<file path="src/design/salwc_pkg.sv">
`timescale 1ns / 1ps
// ----------------------------------------------------------------------------
// salwc_pkg
// shared types and constants for the write-back lru cache tag controller
// ----------------------------------------------------------------------------
package salwc_pkg;

  localparam int unsigned DefSets       = 64;
  localparam int unsigned DefWays       = 4;
  localparam int unsigned DefBlockBytes = 32;
  localparam int unsigned AddrBits      = 32;

  localparam logic OpRead  = 1'b0;
  localparam logic OpWrite = 1'b1;

  typedef struct packed {
    logic        opcode;
    logic [31:0] address;
  } req_t;

  typedef struct packed {
    logic        hit;
    logic [1:0]  way_used;
    logic        fetch_request;
    logic        writeback_valid;
    logic [31:0] writeback_address;
  } rsp_t;

endpackage

</file>
<file path="src/design/salwc_fifo.sv">
`timescale 1ns / 1ps
// ----------------------------------------------------------------------------
// salwc_fifo
// two-entry request queue between the front end and the tag engine
// ----------------------------------------------------------------------------
module salwc_fifo (
  input  logic              clk,
  input  logic              rst,
  input  logic              push,
  input  salwc_pkg::req_t   push_data,
  output logic              full,
  input  logic              pop,
  output logic              empty,
  output salwc_pkg::req_t   pop_data
);

  salwc_pkg::req_t mem [2];
  logic       wr_ptr;
  logic       rd_ptr;
  logic [1:0] count;

  assign full     = (count == 2'd2);
  assign empty    = (count == 2'd0);
  assign pop_data = mem[rd_ptr];

  always_ff @(posedge clk) begin
    if (push && !full) begin
      mem[wr_ptr] <= push_data;
    end
    if (rst) begin
      wr_ptr <= 1'b0;
      rd_ptr <= 1'b0;
      count  <= 2'd0;
    end else begin
      if (push && !full) wr_ptr <= ~wr_ptr;
      if (pop && !empty) rd_ptr <= ~rd_ptr;
      count <= count + 2'((push && !full) ? 1 : 0) - 2'((pop && !empty) ? 1 : 0);
    end
  end

endmodule

</file>
<file path="config.mk">
export PLATFORM = sky130hd
export DESIGN_NAME = salwc_fifo
export DESIGN_NICKNAME = d
export VERILOG_FILES = /design/src/design/salwc_pkg.sv /design/src/design/salwc_fifo.sv
export SDC_FILE = /design/constraint.sdc
export NUM_CORES = 1
export LEC_CHECK = 0
export BUFFER_PORTS_ARGS = -buffer_cell sky130_fd_sc_hd__buf_2
export CORE_ASPECT_RATIO = 1.25
export CORE_UTILIZATION = 51
export DETAILED_ROUTE_END_ITERATION = 10
export GPL_TIMING_DRIVEN = 0
export PLACE_DENSITY = 0.8
export RECOVER_POWER = 25
export SYNTH_ARGS = -nofsm -noshare
export SYNTH_HDL_FRONTEND = slang
export SYNTH_SLANG_ARGS = --single-unit
</file>
<file path="constraint.sdc">
create_clock -name clk -period 2.6 [get_ports clk]
set_input_delay 0.52 -clock clk [delete_from_list [all_inputs] [get_ports clk]]
set_output_delay 0.52 -clock clk [all_outputs]
set_load 0.01 [all_outputs]
</file>
==> summary.md <==
| Metric | Value |
|---|---|
| Pwr Total | `3.07 mW` |
| Main area contributors after synthesis | `edfxtp_1 76%, mux2_2 14%, dfxtp_1 3.8%` |
| Pins Over Slew Limit | `0` |
| Worst-Skew Late Latency | `0.32 ns` |
| Router iterations before antenna repair | `3` |
| Post-synthesis sequential area ratio | `79.8%` |
| Most frequent cells in the layout | `67 x buf_2, 66 x edfxtp_1, 33 x mux2_2, 9 x clkbuf_8, 9 x clkbuf_1` |
| CTS Sinks | `71` |
| Synth Instances | `130` |
| # diodes | `0` |
| Run status | `completed` |
| Initial antenna violation count | `0` |
| RR Startpoint | `count[0]` |
| Crit end category | `primary output` |
| Synthesized area | `2610 sq um` |
| Num rows | `28` |
| IO buf count | `71` |
| Syn Nets | `169` |
| Die Area | `5400 sq um` |
| Share of cells above drive strength 1 | `53.9%` |
| Maximum clock frequency | `478 MHz` |
| CTS tree | `built` |
| Total negative slack | `0 ns` |
| Top-Level Pins | `72` |
| Commonest non-fill, non-tap cell in the layout | `buf_2` |
| Clock-pin slew on the worst setup and hold paths | `0.07 ns` |
| Kind of critical path | `reg2out` |
| Final Hold Fails | `0` |
| Power per cell area | `956 nW/um^2` |
| Critical path peak fanout | `10` |
| RSZ-0062 raised after global routing | `no` |
| Slew Limit Headroom | `47.1%` |
| Peak VDD IR | `0.670 mV` |
| Clock Path Buffers | `2` |
| Yosys top cell by area | `edfxtp_1` |
| Final clock period utilization by the worst path | `80.5%` |
| Layout net count | `252` |
| Per-cell routed wire length | `14.8 um` |
| Congestion Overflow GR | `0` |
| Total CTS buffers | `9` |
| Setup bufs post-CTS | `0` |
| Top cell type's share of synthesized area | `76.0%` |
| Flops & latches, synth | `71` |
| Cts repair resizes | `0` |
| Yosys cell types | `20` |
| Max_cap viols | `0` |
| Setup Skew | `0.00897 ns` |
| Overall Global Routing Usage | `16.7%` |
| Initial Util | `53.9%` |
| Hold Crit Class | `in2reg` |
| Global-route wire length before repair | `6310 um` |
| Die X-Extent | `66.0 um` |
| Worst EP arrival | `1.57 ns` |
| Final setup fails | `0` |
| Leak pwr | `1.23 nW` |
| Vias in the first global route | `1,435` |
| Tmin final | `2.09 ns` |
| Final WL | `4110 um` |
| Synth warn | `0` |
| DRC | `0` |
| Largest net degree at the start of global routing | `34` |
| H-tree levels | `3` |
| CP required | `2.08 ns` |
| Final GP Congestion | `0.656` |
| Least-Margin Pin Slew | `0.794 ns` |
| CP Launch Type | `flip-flop` |
| Hpwl dp | `2760 um` |
| Vias | `1,404` |
| Die Ht | `81.9 um` |
| Antenna viol nets, final | `0` |
| Post-CTS Hold Fix Bufs | `0` |
| Root Driver | `clkbuf_8` |
| DR iter-0 viols | `81` |
| Area Overhead vs Synth | `23.1%` |
| Core Region | `4830 sq um` |
| Vias/cell | `5.07` |
| Avg Inst Size Synth | `20.1 sq um` |
| Hold path startpoint | `push_data[14]` |
| Hold_ws | `0.381 ns` |
[path summary, 6_finish.rpt]
path,slack [ns],cells after the start,end
hold / removal,0.38,1,mem[0][14]
hold reg to reg,0.51,2,wr_ptr
setup / recovery,0.51,4,pop_data[15]
setup reg to reg,0.77,5,mem[0][13]
[stage by stage]
step,area [sq um],instances,utilization (%),worst slack [ns]
after floorplan,2610,130,-,0.644
after global placement,3040,261,62.8,0.195
after detailed placement,3040,261,62.8,0.142
after CTS,3190,276,66.0,0.262
after global routing,3210,277,66.4,0.407
final,3210,277,66.4,0.506
[per-layer routing]
layer  track usage, %  up-vias  wire length, um
met5                0        -                0
met4             11.5        0               85
met2             29.7       43             2270
li1                 -      669                -
met3             4.03        9              171
met1             17.0      683             1580
[worst max-delay path, cell delays in order (launching register included)]
cell and delay (ns):
dfxtp_1 0.30, buf_2 0.16, buf_2 0.28, mux2_2 0.37
buf_2 0.14
[report_power, final]
part	total (mW)	internal [mW]	switching, mW
combinational	0.870	0.423	0.447
sequential	1.51	1.46	0.0502
clock	0.689	0.332	0.357
total	3.07	2.21	0.854
[Yosys cell counts, drive strengths merged]
| cell | count |
|---|---|
| a21oi | 1 |
| and2 | 1 |
| and3 | 1 |
| buf | 4 |
| dfxtp | 5 |
| edfxtp | 66 |
| ha | 2 |
| inv | 4 |
| mux2 | 33 |
| nand2 | 1 |
| nand2b | 1 |
| nor2 | 4 |
| nor2b | 1 |
| nor3 | 1 |
| o21a | 1 |
| o21ai | 1 |
| or3 | 1 |
| xnor2 | 1 |
| xor2 | 1 |
[final cells by class]
cell class | count | area, sq um
fill | 366 | 1630
multi-input combinational | 51 | 490
tap | 60 | 75.1
sequential | 71 | 2080
clock inverter | 5 | 26.3
timing repair buffer | 72 | 373
inverter | 4 | 15.0
clock buffer | 10 | 128
buffer | 4 | 20.0
[kinds of logic after synthesis]
family,count (synthesis),synth area share (%)
DFF,71,79.8
muxes,33,14.3
adders and majority gates,2,0.960
AOI/OAI and AO/OA,3,0.672
and+or+nand+nor,11,2.26
buffers and inverters,8,1.34
xor gates and xnor gates,2,0.672
[sequential cells by signal, summed over array words and instances (netlist names), named ones only]
register / count
rd_ptr: 1
wr_ptr: 1
count: 2
mem: 66
No activity file was read; power rests on OpenSTA's default activity.
